`src/rtl/lpac_pkg.sv`:
```
`default_nettype none
// ----------------------------------------------------------------------------
// lpac_pkg: shared types and constants of the largest piece after cuts unit
// Widths, register indexes, controller states and the controller/datapath
// command and status bundles.
// ----------------------------------------------------------------------------
package lpac_pkg;
  localparam int MaxExtent = 4096;
  localparam int PosW      = $clog2(MaxExtent + 1);
  localparam int CntW      = 13;
  localparam int AreaW     = 25;
  localparam int CfgW      = 13;
  localparam int IdxW      = 1;

  localparam logic [IdxW-1:0] RegSheetWidth  = 1'b0;
  localparam logic [IdxW-1:0] RegSheetHeight = 1'b1;

  typedef enum logic [3:0] {
    ST_CLEAR, ST_IDLE, ST_CHECK, ST_CHECK_W, ST_SCAN_LO, ST_SCAN_HI, ST_DEC, ST_DEC_W,
    ST_INC_A, ST_INC_A_W, ST_INC_B, ST_INC_B_W, ST_FIND, ST_MUL, ST_OUT
  } state_e;

  typedef struct packed {
    logic clr_step;    // write zeros at sweep address (count 1 at the extent), advance
    logic clr_start;   // reset sweep address
    logic load_item;   // capture input item
    logic lo_start;
    logic lo_step;
    logic hi_start;
    logic hi_step;
    logic set_map;     // mark cut, read count[len]
    logic dec_wr;      // write count[len]-1
    logic rd_a;
    logic wr_a;
    logic rd_b;
    logic wr_b;
    logic find_start;
    logic find_step;
    logic big_ld;      // take the found length as largest gap
    logic mul;
  } cmd_t;

  typedef struct packed {
    logic clr_done;
    logic invalid;     // out of range
    logic map_hit;     // probe already cut
    logic lo_done;
    logic hi_done;
    logic need_find;
    logic find_done;
  } stat_t;
endpackage
`default_nettype wire

```
`src/rtl/lpac_ctrl.sv`:
```
`default_nettype none
// ----------------------------------------------------------------------------
// lpac_ctrl: sequencer of the largest piece after cuts unit
// Runs clearing sweeps, the neighbor scans, count updates and the output.
// ----------------------------------------------------------------------------
module lpac_ctrl (
  input  wire                  clk_i,
  input  wire                  rst_ni,
  input  wire                  cfg_we_i,
  input  wire                  in_valid_i,
  output logic                 in_ready_o,
  output logic                 out_valid_o,
  input  wire                  out_ready_i,
  output logic                 sweep_axis_o,
  output lpac_pkg::cmd_t       cmd_o,
  input  wire lpac_pkg::stat_t stat_i
);
  import lpac_pkg::*;

  state_e state_q, state_d;
  logic   ov_q, ov_d, sw_q, sw_d;

  always_ff @(posedge clk_i or negedge rst_ni) begin
    if (!rst_ni) begin
      state_q <= ST_CLEAR; ov_q <= 1'b0; sw_q <= 1'b0;
    end else begin
      state_q <= state_d; ov_q <= ov_d; sw_q <= sw_d;
    end
  end

  always_comb begin
    state_d = state_q; ov_d = ov_q; sw_d = sw_q; cmd_o = '0;
    in_ready_o = 1'b0;
    if (ov_q && out_ready_i) ov_d = 1'b0;
    unique case (state_q)
      ST_CLEAR: begin
        // the last address is written in the cycle that restarts the sweep
        cmd_o.clr_step = 1'b1;
        if (stat_i.clr_done) begin
          cmd_o.clr_start = 1'b1;
          if (sw_q) begin sw_d = 1'b0; state_d = ST_IDLE; end
          else sw_d = 1'b1;
        end
      end
      ST_IDLE: begin
        in_ready_o = !ov_q;
        if (in_valid_i && !ov_q) begin
          cmd_o.load_item = 1'b1; state_d = ST_CHECK;
        end
      end
      ST_CHECK: state_d = ST_CHECK_W;
      ST_CHECK_W: begin
        if (stat_i.invalid || stat_i.map_hit) state_d = ST_MUL;
        else begin cmd_o.lo_start = 1'b1; state_d = ST_SCAN_LO; end
      end
      ST_SCAN_LO: begin
        if (stat_i.lo_done) begin cmd_o.hi_start = 1'b1; state_d = ST_SCAN_HI; end
        else cmd_o.lo_step = 1'b1;
      end
      ST_SCAN_HI: begin
        if (stat_i.hi_done) begin cmd_o.set_map = 1'b1; state_d = ST_DEC; end
        else cmd_o.hi_step = 1'b1;
      end
      ST_DEC: state_d = ST_DEC_W;
      ST_DEC_W: begin cmd_o.dec_wr = 1'b1; state_d = ST_INC_A; end
      ST_INC_A: begin cmd_o.rd_a = 1'b1; state_d = ST_INC_A_W; end
      ST_INC_A_W: begin cmd_o.wr_a = 1'b1; state_d = ST_INC_B; end
      ST_INC_B: begin cmd_o.rd_b = 1'b1; state_d = ST_INC_B_W; end
      ST_INC_B_W: begin
        cmd_o.wr_b = 1'b1; cmd_o.find_start = 1'b1;
        state_d = stat_i.need_find ? ST_FIND : ST_MUL;
      end
      ST_FIND: begin
        // first cycle after find_start checks count[len]; walk down if empty
        if (stat_i.find_done) begin cmd_o.big_ld = 1'b1; state_d = ST_MUL; end
        else cmd_o.find_step = 1'b1;
      end
      ST_MUL: begin cmd_o.mul = 1'b1; state_d = ST_OUT; end
      ST_OUT: begin ov_d = 1'b1; state_d = ST_IDLE; end
      default: state_d = ST_IDLE;
    endcase
    if (cfg_we_i) begin
      state_d = ST_CLEAR; sw_d = 1'b0; cmd_o = '0;
    end
  end

  assign out_valid_o  = ov_q;
  assign sweep_axis_o = sw_q;
endmodule
`default_nettype wire

```
`config.mk`:
```
export PLATFORM = sky130hd
export DESIGN_NAME = lpac_ctrl
export DESIGN_NICKNAME = d
export VERILOG_FILES = /design/src/rtl/lpac_pkg.sv /design/src/rtl/lpac_ctrl.sv
export SDC_FILE = /design/constraint.sdc
export NUM_CORES = 1
export LEC_CHECK = 0
export BUFFER_PORTS_ARGS = -buffer_cell sky130_fd_sc_hd__buf_2
export CAP_MARGIN = 20
export CORE_MARGIN = 1
export CORE_UTILIZATION = 37
export DETAILED_ROUTE_END_ITERATION = 6
export GPL_TIMING_DRIVEN = 0
export PLACE_DENSITY = 0.72
export SETUP_SLACK_MARGIN = 0.2
export SLEW_MARGIN = 20
export SYNTH_ARGS = -nofsm -noshare
export SYNTH_HDL_FRONTEND = slang
export SYNTH_SLANG_ARGS = --single-unit
export TNS_END_PERCENT = 100
```
`constraint.sdc`:
```
create_clock -name clk_i -period 1.5 [get_ports clk_i]
set_input_delay 0.375 -clock clk_i [delete_from_list [all_inputs] [get_ports clk_i]]
set_output_delay 0.375 -clock clk_i [all_outputs]
set_load 0.02 [all_outputs]
```
==> results of run 1 <==
## Yosys cell counts, drive strengths merged
master / instances
clkbuf: 2
nor3: 7
o22ai: 1
mux2i: 1
or3: 1
nor2b: 1
o221ai: 1
a211oi: 1
a31oi: 1
nand3b: 1
nand2: 8
nor2: 14
dfrtp: 6
xor2: 1
nor4: 1
inv: 4
nand3: 4
a311o: 1
a21oi: 2
buf: 4
nand4: 1
o21ai: 1
nor3b: 4
nand4bb: 1
a21o: 1
and2: 1
nand2b: 3
## power groups by stage
stage | Combinational, mW | Clock [mW] | Sequential [mW]
after floorplan | 0.509 | 0 | 0.267
after global placement | 0.654 | 0 | 0.260
after detailed placement | 0.661 | 0 | 0.261
after CTS | 0.875 | 0.154 | 0.249
after global routing | 1.19 | 0.165 | 0.255
final | 1.13 | 0.158 | 0.251
## layer usage
metal,track usage (%),routed length (um)
met5,0,0
met1,25.2,913
met2,44.8,1100
met3,5.00,103
met4,10.0,58
## cells by family after synthesis
group	after synthesis	synth area share, %
multiplexers	1	1.82
AO/OA/AOI/OAI	9	14.3
flip-flops	6	27.3
buffers and inverters	10	9.77
XOR/XNOR	1	1.59
AND/OR/NAND/NOR	47	45.2
## layout make-up
type	count	area [um2]
inverters	4	15.0
plain buffers	6	73.8
repair buffers	47	374
fillers	61	150
flip-flops and latches	6	153
multi-input cells	58	543
clock buffers	3	22.5
well taps	15	18.8
## registers in the layout, indices dropped and copies added, names as in the netlist
register,cells
state_q,4
out_valid_o,1
sweep_axis_o,1
## worst max-delay path by stage
stage                           startpoint         to  slack, ns  cells after the start
detailed placement  state_q[3]$_DFFE_PN0P_  cmd_o[14]      -0.25                      5
CTS                 state_q[2]$_DFFE_PN0P_  cmd_o[11]      -0.35                      5
floorplan                         cfg_we_i  cmd_o[10]      -0.17                      4
finish              state_q[2]$_DFFE_PN0P_  cmd_o[11]      -0.36                      5
global route        state_q[2]$_DFFE_PN0P_  cmd_o[11]      -0.42                      5
global placement                  cfg_we_i  cmd_o[11]      -0.24                      5
## repair_timing
action	CTS	global route
hold buffers	1	0
buffers inserted	9	7
resized for setup	39	19
pin swaps	7	4
cloned	0	0
setup endpoints to repair	21	20
endpoints found under the hold margin	6	0
## metrics by stage
step                      hold slack [ns]  cell area, um2  worst slack (ns)
after global routing                0.305            1200            -0.417
after floorplan                    0.0794             678            -0.174
after detailed placement            0.202             847            -0.247
after global placement              0.203             847            -0.242
final                               0.309            1200            -0.356
after CTS                           0.298            1070            -0.354
==> run_results.csv, run 1 <==
group,metric,value,unit
worst_setup_path,worstSetupEndpointType,"primary output",
floorplan,coreArea,0.00135,mm2
logic_synthesis,synth_cell_types,30,
sta,worstMarginPinSlew,0.241,ns
sta,fmax,539,MHz
placement,hpwl,1130,um
worst_hold_path,hold_end,"out_valid_o$_DFFE_PN0P_",
status,violations,"negative setup slack",
grt,grt.total_usage,23.9,%
floorplan,dieArea,0.00165,mm2
grt,gr-total-overflow,0,
worst_setup_path,cp_common_cell,"buf_6",
worst_hold_path,holdCritPathClass,"primary input to flip-flop",
floorplan,start_util,40.8,%
worst_setup_path,cp_max_fo,6,
power,p_seq_share,16.3,%
clocking,clkTransAtPathRegs,0.04,ns
power,fin_total_pwr,1.54,mW
placement,io_buffers,30,
logic_synthesis,synth_warnings,0,
finish,insertedDiodeCount,0,
clocking,worstSkewPairLatency,0.25,ns
worst_hold_path,hold_depth,2,
sta,fin_crit,1.86,ns
detailed_routing,avgViaCountPerCell,5.59,
clocking,cts_root_buffer,"clkbuf_4",
finish,final_nets,138,
worst_setup_path,path_delay_family,"simple AND/OR/NAND/NOR gates",
floorplan,die_y,40.6,um
worst_hold_path,min_from,"out_ready_i",
power,leakagePower,0.533,nW
detailed_routing,first_pass_iters,4,
sta,setup_viol_count_final,20,
worst_setup_path,cp_cell_sequence,"buf_6, nand2b_4, or3_4, nor3b_4, buf_6",
run,drv_cap,0,
power,clkPwrFrac,10.3,%
finish,final_cell_mix,"buf_6 (19), buf_4 (16), buf_2 (15)",
detailed_routing,drc,0,
finish,synthToLayoutAreaGrowth,118,%
power,ir_drop,1.04,mV
clocking,cts_buffers,3,
grt,grt_start_max_net_pins,11,
detailed_routing,avgRoutedWirePerCell,15.7,um
grt,grt_pass1_vias,628,
logic_synthesis,yosysTopAreaCellShare,27.3,%
detailed_routing,drt_iter0_drc,26,
logic_synthesis,synth_nets,86,
power,swShare,45.8,%
clocking,cts_tree,"done",
finish,drive_gt1_share,71.0,%
sta,relSlewSlack,83.9,%
logic_synthesis,syn_area,551,um2
floorplan,rows,13,
clocking,clock-sinks,6,
worst_setup_path,reg2reg_depth,7,
detailed_routing,ant_nets,0,
worst_setup_path,r2r_slack,-0.14,ns
placement,dpl.cell_count,119,
logic_synthesis,ys_ff_latch,6,
clocking,cts.htree.levels,1,
finish,fin_cells,139,
worst_setup_path,r2r_end,"state_q[0]$_DFFE_PN0P_",
detailed_routing,drt_wl_total,2180,um
sta,hold_viol,0,
logic_synthesis,yosysSeqAreaShare,27.3,%
logic_synthesis,synthCells,74,
grt,grt_pass1_wl,2510,um
sta,slew_violations,0,
worst_setup_path,worstPathRequired,1.12,ns
sta,fin_skew,0.00503,ns
power,p_per_area,1280,mW/mm2
clocking,clock_path_buffers,2,
grt,grt_antenna_before_repair,0,
worst_setup_path,path_buf_inv,2,
worst_setup_path,r2r-start,"state_q[2]$_DFFE_PN0P_",
power,intPower,0.834,mW
logic_synthesis,yosys-top-cells-area,"dfrtp_1 (27%), nor2_1 (9.5%), nor3_1 (6.4%), nand2_1 (5.5%), nor3b_1 (5.5%)",
worst_setup_path,crit_path_start_kind,"flip-flop",
finish,final_core_util,88.9,%
worst_setup_path,arrival,1.48,ns
detailed_routing,dr_total_vias,777,
worst_setup_path,critPathSlowestCell,"or3_4",
logic_synthesis,postSynthAreaPerCell,7.44,um2
placement,finalWeightedCongestion,0.796,
power,comb_power_share,73.4,%
finish,final_common_cell,"buf_6",
logic_synthesis,yosys.area.top_type,"dfrtp_1",
sta,rsz0062_at_grt,"true",
floorplan,io_pins,32,
sta,timing.final.ws_setup,-0.356,ns
sta,post-route-period-util,124,%
worst_setup_path,path_class,"flip-flop to primary output",
power,power.switching,0.705,mW
status,status,"finished with violations",
floorplan,die-width,40.6,um
worst_setup_path,crit_path_max_incr_delay,0.38,ns
sta,setup-tns-final,-5.08,ns
Power figures use the tool's default switching activity.
==> inputs of run 2 (changes only) <==
Clock period 1.5 ns to 1.65 ns, I/O delays scaled along.
==> run_results.csv, run 2 (synthesis results as in run 1) <==
group,metric,value,unit
status,status,"finished with violations",
status,violations,"negative setup slack",
detailed_routing,drc,0,
sta,worstMarginPinSlew,0.384,ns
grt,grt_pass1_wl,2750,um
finish,insertedDiodeCount,0,
clocking,cts.htree.levels,1,
sta,relSlewSlack,74.3,%
floorplan,coreArea,0.00135,mm2
worst_setup_path,worstSetupEndpointType,"primary output",
detailed_routing,first_pass_iters,4,
clocking,cts_tree,"done",
worst_setup_path,cp_max_fo,5,
detailed_routing,drt_wl_total,3070,um
grt,grt_antenna_before_repair,0,
floorplan,io_pins,32,
clocking,clock_path_buffers,2,
finish,largest_register,"state_q",
detailed_routing,ant_nets,0,
detailed_routing,dr_total_vias,880,
worst_setup_path,crit_path_start_kind,"flip-flop",
floorplan,die-width,40.6,um
floorplan,rows,13,
finish,final_nets,141,
clocking,clock-sinks,6,
sta,hold_viol,0,
finish,fillCellCount,30,
clocking,cts_root_buffer,"clkbuf_4",
power,ir_drop,1.07,mV
sta,rsz0062_at_grt,"true",
finish,final_cell_mix,"buf_6 (20), buf_4 (20), buf_2 (12)",
grt,grt.total_usage,25.5,%
sta,fmax,498,MHz
finish,drive_gt1_share,72.4,%
sta,timing.final.ws_setup,-0.358,ns
placement,hpwl,1140,um
clocking,worstSkewPairLatency,0.25,ns
worst_setup_path,worstPathRequired,1.24,ns
sta,fin_crit,2.01,ns
worst_setup_path,arrival,1.60,ns
detailed_routing,avgRoutedWirePerCell,21.6,um
power,fin_total_pwr,1.56,mW
floorplan,die_y,40.6,um
finish,largest_reg_flops,4,
finish,synthToLayoutAreaGrowth,134,%
power,p_per_area,1210,mW/mm2
placement,finalWeightedCongestion,0.760,
worst_hold_path,holdCritPathClass,"primary input to flip-flop",
detailed_routing,drt_iter0_drc,49,
grt,grt_start_max_net_pins,11,
clocking,cts_buffers,3,
power,leakagePower,0.550,nW
detailed_routing,avgViaCountPerCell,6.20,
worst_setup_path,path_class,"flip-flop to primary output",
floorplan,dieArea,0.00165,mm2
sta,fin_skew,0.00447,ns
sta,setup_viol_count_final,18,
sta,slew_violations,0,
clocking,clkTransAtPathRegs,0.05,ns
grt,gr-total-overflow,0,
sta,setup-tns-final,-3.77,ns
placement,io_buffers,30,
finish,final_core_util,95.4,%
run,drv_cap,0,
floorplan,start_util,40.8,%
grt,grt_pass1_vias,616,
sta,post-route-period-util,122,%
## run 2: where the power goes
part	leakage, nW	total [mW]	internal (mW)	switching [mW]
registers	0.0764	0.258	0.190	0.0685
clock network	0.0138	0.151	0.0834	0.0681
logic	0.460	1.15	0.538	0.611
total	0.550	1.56	0.811	0.748
## run 2: final cells by class
type	instances	area, um2	area share (%)
plain buffers	6	88.8	6.90
clock buffers	3	22.5	1.75
inverters	4	17.5	1.36
multi-input cells	58	574	44.6
flip-flops and latches	6	154	12.0
well taps	15	18.8	1.46
repair buffers	50	412	32.0
## run 2: what timing repair did
| item | in CTS | in global routing |
|---|---|---|
| hold buffers | 1 | 0 |
| setup endpoints to repair | 20 | 19 |
| cloned | 0 | 1 |
| resized for setup | 51 | 17 |
| hold endpoints to repair | 6 | 0 |
| pin swaps | 9 | 9 |
| buffers inserted | 8 | 10 |
## run 2: critical path: stages (launching register included)
cell and delay [ns]:
dfrtp_1 0.35, buf_6 0.14, nand2b_4 0.06, or3_4 0.39
nor3_2 0.22, buf_4 0.18
## run 2: stage by stage
step	cells	instance area, um2	worst slack, ns	hold slack, ns
6_report	142	1290	-0.358	0.357
5_1_grt	142	1290	-0.493	0.364
4_1_cts	131	1130	-0.238	0.346
3_5_place_dp	119	860	-0.171	0.243
3_3_place_gp	119	860	-0.165	0.242
2_1_floorplan	74	691	-0.0986	0.117
## run 2: final timing paths
check                                              start                  endpoint  slack [ns]  cells past startpoint
worst min-delay path                         out_ready_i   out_valid_o$_DFFE_PN0P_        0.36                      2
min in group asynchronous                         rst_ni    state_q[1]$_DFFE_PN0P_        0.55                      2
worst min register to register  sweep_axis_o$_DFFE_PN0P_  sweep_axis_o$_DFFE_PN0P_        0.61                      2
worst max-delay path              state_q[2]$_DFFE_PN0P_                 cmd_o[10]       -0.36                      5
worst max register to register    state_q[0]$_DFFE_PN0P_    state_q[1]$_DFFE_PN0P_        0.02                      5
max in group asynchronous                         rst_ni    state_q[3]$_DFFE_PN0P_        0.94                      2
## run 2: per-layer routing
layer	track usage, %	vias to the layer above	wire [um]
li1	-	364	-
met1	33.4	411	1140
met2	44.0	80	1510
met3	1.67	25	267
met4	7.50	0	144
met5	0	-	0
==> inputs of run 3 (changes only) <==
Settings changed: ABC_AREA from default to 1, CORE_UTILIZATION 37 to 38, PLACE_DENSITY 0.72 to 0.73.
==> run_results.csv, run 3 <==
group,metric,value,unit
sta,hold_viol,0,
power,intPower,0.577,mW
finish,fin_cells,166,
detailed_routing,dr_total_vias,863,
floorplan,start_util,42.9,%
worst_setup_path,cp.depth,5,
floorplan,die-width,41.3,um
finish,synthToLayoutAreaGrowth,92.5,%
status,violations,"negative setup slack",
floorplan,dieArea,0.00171,mm2
sta,slew_violations,0,
clocking,cts_buffers,3,
grt,grt_pass1_vias,719,
logic_synthesis,ys_ff_latch,6,
power,ir_drop,0.836,mV
finish,final_core_util,82.7,%
power,comb_power_share,67.5,%
power,power.switching,0.565,mW
logic_synthesis,yosys.area.top_type,"dfrtp_1",
worst_setup_path,crit_path_start_kind,"flip-flop",
clocking,clkTransAtPathRegs,0.05,ns
worst_setup_path,r2r_slack,0.20,ns
floorplan,die_y,41.3,um
placement,finalWeightedCongestion,0.842,
finish,multi_input_area,492,um2
finish,final_common_cell,"nand2_1",
clocking,cts_root_buffer,"clkbuf_4",
run,drv_cap,0,
clocking,worstSkewPairLatency,0.25,ns
grt,grt_start_max_net_pins,11,
worst_setup_path,path_delay_family,"flip-flops",
power,p_seq_share,20.3,%
floorplan,coreArea,0.00137,mm2
logic_synthesis,synthCells,105,
logic_synthesis,yosysTopAreaCellShare,25.6,%
finish,regArea,154,um2
finish,largest_register,"state_q",
detailed_routing,ant_nets,0,
grt,grt_pass1_wl,2820,um
detailed_routing,avgViaCountPerCell,5.20,
logic_synthesis,synth_common_cells,"nand2_1 (30), nor2_1 (21), inv_1 (16)",
logic_synthesis,syn_area,587,um2
placement,dpl.cell_count,151,
logic_synthesis,async_flop_share,100,%
power,clkPwrFrac,12.2,%
sta,rsz0062_at_grt,"true",
worst_setup_path,cp_max_fo,6,
status,status,"finished with violations",
clocking,clock_path_buffers,2,
sta,fmax,557,MHz
finish,largest_reg_flops,4,
detailed_routing,first_pass_iters,4,
worst_setup_path,r2r-start,"state_q[0]$_DFFE_PN0P_",
logic_synthesis,postSynthAreaPerCell,5.59,um2
detailed_routing,drt_iter0_drc,15,
worst_setup_path,worstSetupEndpointType,"primary output",
logic_synthesis,synth_cell_types,19,
sta,setup_viol_count_final,18,
finish,drive_gt1_share,58.3,%
finish,final_area,0.00113,mm2
power,swShare,49.5,%
grt,grt_antenna_before_repair,0,
grt,gr-total-overflow,0,
floorplan,rows,13,
worst_setup_path,crit_path_max_incr_delay,0.45,ns
logic_synthesis,synth_most_common_cell,"nand2_1",
clocking,cts_tree,"done",
worst_setup_path,worstPathRequired,1.24,ns
clocking,clock-sinks,6,
sta,relSlewSlack,79.1,%
worst_setup_path,cp_cell_sequence,"inv_2, nor2_4, inv_1, nor3_1, buf_2",
worst_setup_path,reg2reg_depth,10,
clocking,cts.htree.levels,1,
placement,placed_area,796,um2
grt,grt.total_usage,26.8,%
worst_setup_path,r2r_end,"state_q[1]$_DFFE_PN0P_",
logic_synthesis,synth_enable_flop_cells,0,
sta,post-route-period-util,109,%
worst_setup_path,path_buf_inv,3,
sta,fin_skew,0.000871,ns
logic_synthesis,synth_warnings,0,
finish,final_nets,165,
finish,insertedDiodeCount,0,
logic_synthesis,synth_nets,117,
logic_synthesis,yosys-top-cells-area,"dfrtp_1 (26%), nand2_1 (19%), nor2_1 (13%), inv_1 (10%), nand3_1 (6.0%)",
floorplan,io_pins,32,
sta,timing.final.ws_setup,-0.145,ns
worst_setup_path,cp-endpoint,"cmd_o[8]",
worst_setup_path,arrival,1.38,ns
sta,fin_crit,1.80,ns
worst_setup_path,critPathSlowestCell,"dfrtp_2",
sta,worstMarginPinSlew,0.314,ns
worst_setup_path,crit_path_start,"state_q[2]$_DFFE_PN0P_",
worst_setup_path,path_class,"flip-flop to primary output",
placement,hpwl,1240,um
power,leakagePower,0.609,nW
placement,io_buffers,31,
logic_synthesis,yosysSeqAreaShare,25.6,%
detailed_routing,drt_wl_total,2260,um
logic_synthesis,ys.flop_type,"dfrtp_1",
detailed_routing,drc,0,
finish,final_cell_mix,"nand2_1 (24), buf_4 (17), buf_2 (14)",
finish,fillCellCount,94,
worst_hold_path,holdCritPathClass,"primary input to flip-flop",
detailed_routing,avgRoutedWirePerCell,13.6,um
power,p_per_area,1010,mW/mm2
==> run 3: changes by cell type in the layout (fill, tap and decap cells not counted), sizes merged, moves of 2 or more <==
cell    previous run  this run
nand2b             3         0
nor2              14        25
nand2              8        31
nor3b              4         0
nand3              4         7
nor3               7         5
buf               54        44
inv                4        18
==> run 3: cells by family after synthesis <==
family | Yosys count | share of synthesized area, %
simple gates | 71 | 52.2
buf+inv | 21 | 14.7
compound gates | 6 | 5.97
flops | 6 | 25.6
xor+xnor | 1 | 1.49
==> run 3: worst reg2reg max path, delay by kind of cell (launching register included) <==
family                 cells  cell delay [ns]
DFF                        1             0.33
AOI/OAI and AO/OA          1             0.06
and+or+nand+nor            5             0.49
buffers and inverters      4             0.46
==> run 3: power by group through the flow <==
stage,Clock [mW],Sequential [mW],Combinational [mW]
finish,0.139,0.232,0.771
CTS,0.146,0.229,0.662
detailed placement,0,0.215,0.488
global route,0.157,0.234,0.837
global placement,0,0.215,0.482
floorplan,0,0.223,0.357
==> run 3: through the flow <==
step	total power [mW]	TNS, ns	hold slack, ns	setup WS (ns)
6_report	1.14	-1.45	0.356	-0.145
5_1_grt	1.23	-2.75	0.360	-0.308
4_1_cts	1.04	-0.805	0.346	-0.0792
3_5_place_dp	0.704	-0.792	0.242	-0.187
3_3_place_gp	0.697	-0.524	0.238	-0.153
2_1_floorplan	0.580	0	0.117	0.0582
==> run 3: worst min path at each step <==
stage / startpoint / endpoint / slack (ns) / depth (start not counted)
final: out_ready_i / out_valid_o$_DFFE_PN0P_ / 0.36 / 2
after global routing: out_ready_i / out_valid_o$_DFFE_PN0P_ / 0.36 / 2
after floorplan: rst_ni / out_valid_o$_DFFE_PN0P_ / 0.12 / 0
after detailed placement: rst_ni / sweep_axis_o$_DFFE_PN0P_ / 0.24 / 1
after global placement: rst_ni / sweep_axis_o$_DFFE_PN0P_ / 0.24 / 1
after CTS: out_ready_i / out_valid_o$_DFFE_PN0P_ / 0.35 / 2
==> run 3: per-layer routing <==
metal | routed length, um | track usage (%) | up-vias
met5 | 0 | 0 | -
met4 | 99 | 12.1 | 0
met3 | 126 | 8.51 | 12
li1 | - | - | 422
met1 | 792 | 25.8 | 387
met2 | 1240 | 51.2 | 42
==> run 3: what timing repair did <==
item                                   CTS  global route
setup endpoints to repair               18            18
hold buffers                             1             0
setup buffers                            8             3
pin swaps                                8             6
resized for setup                       44            25
endpoints found under the hold margin    6             0
==> run 3: layout make-up <==
type                       instances  area share (%)
inverter                          18            6.64
clock buffer                       3            1.99
multi-input combinational         78            43.5
sequential                         6            13.6
tap                               15            1.66
buffer                             3            2.10
timing repair buffer              43            30.5
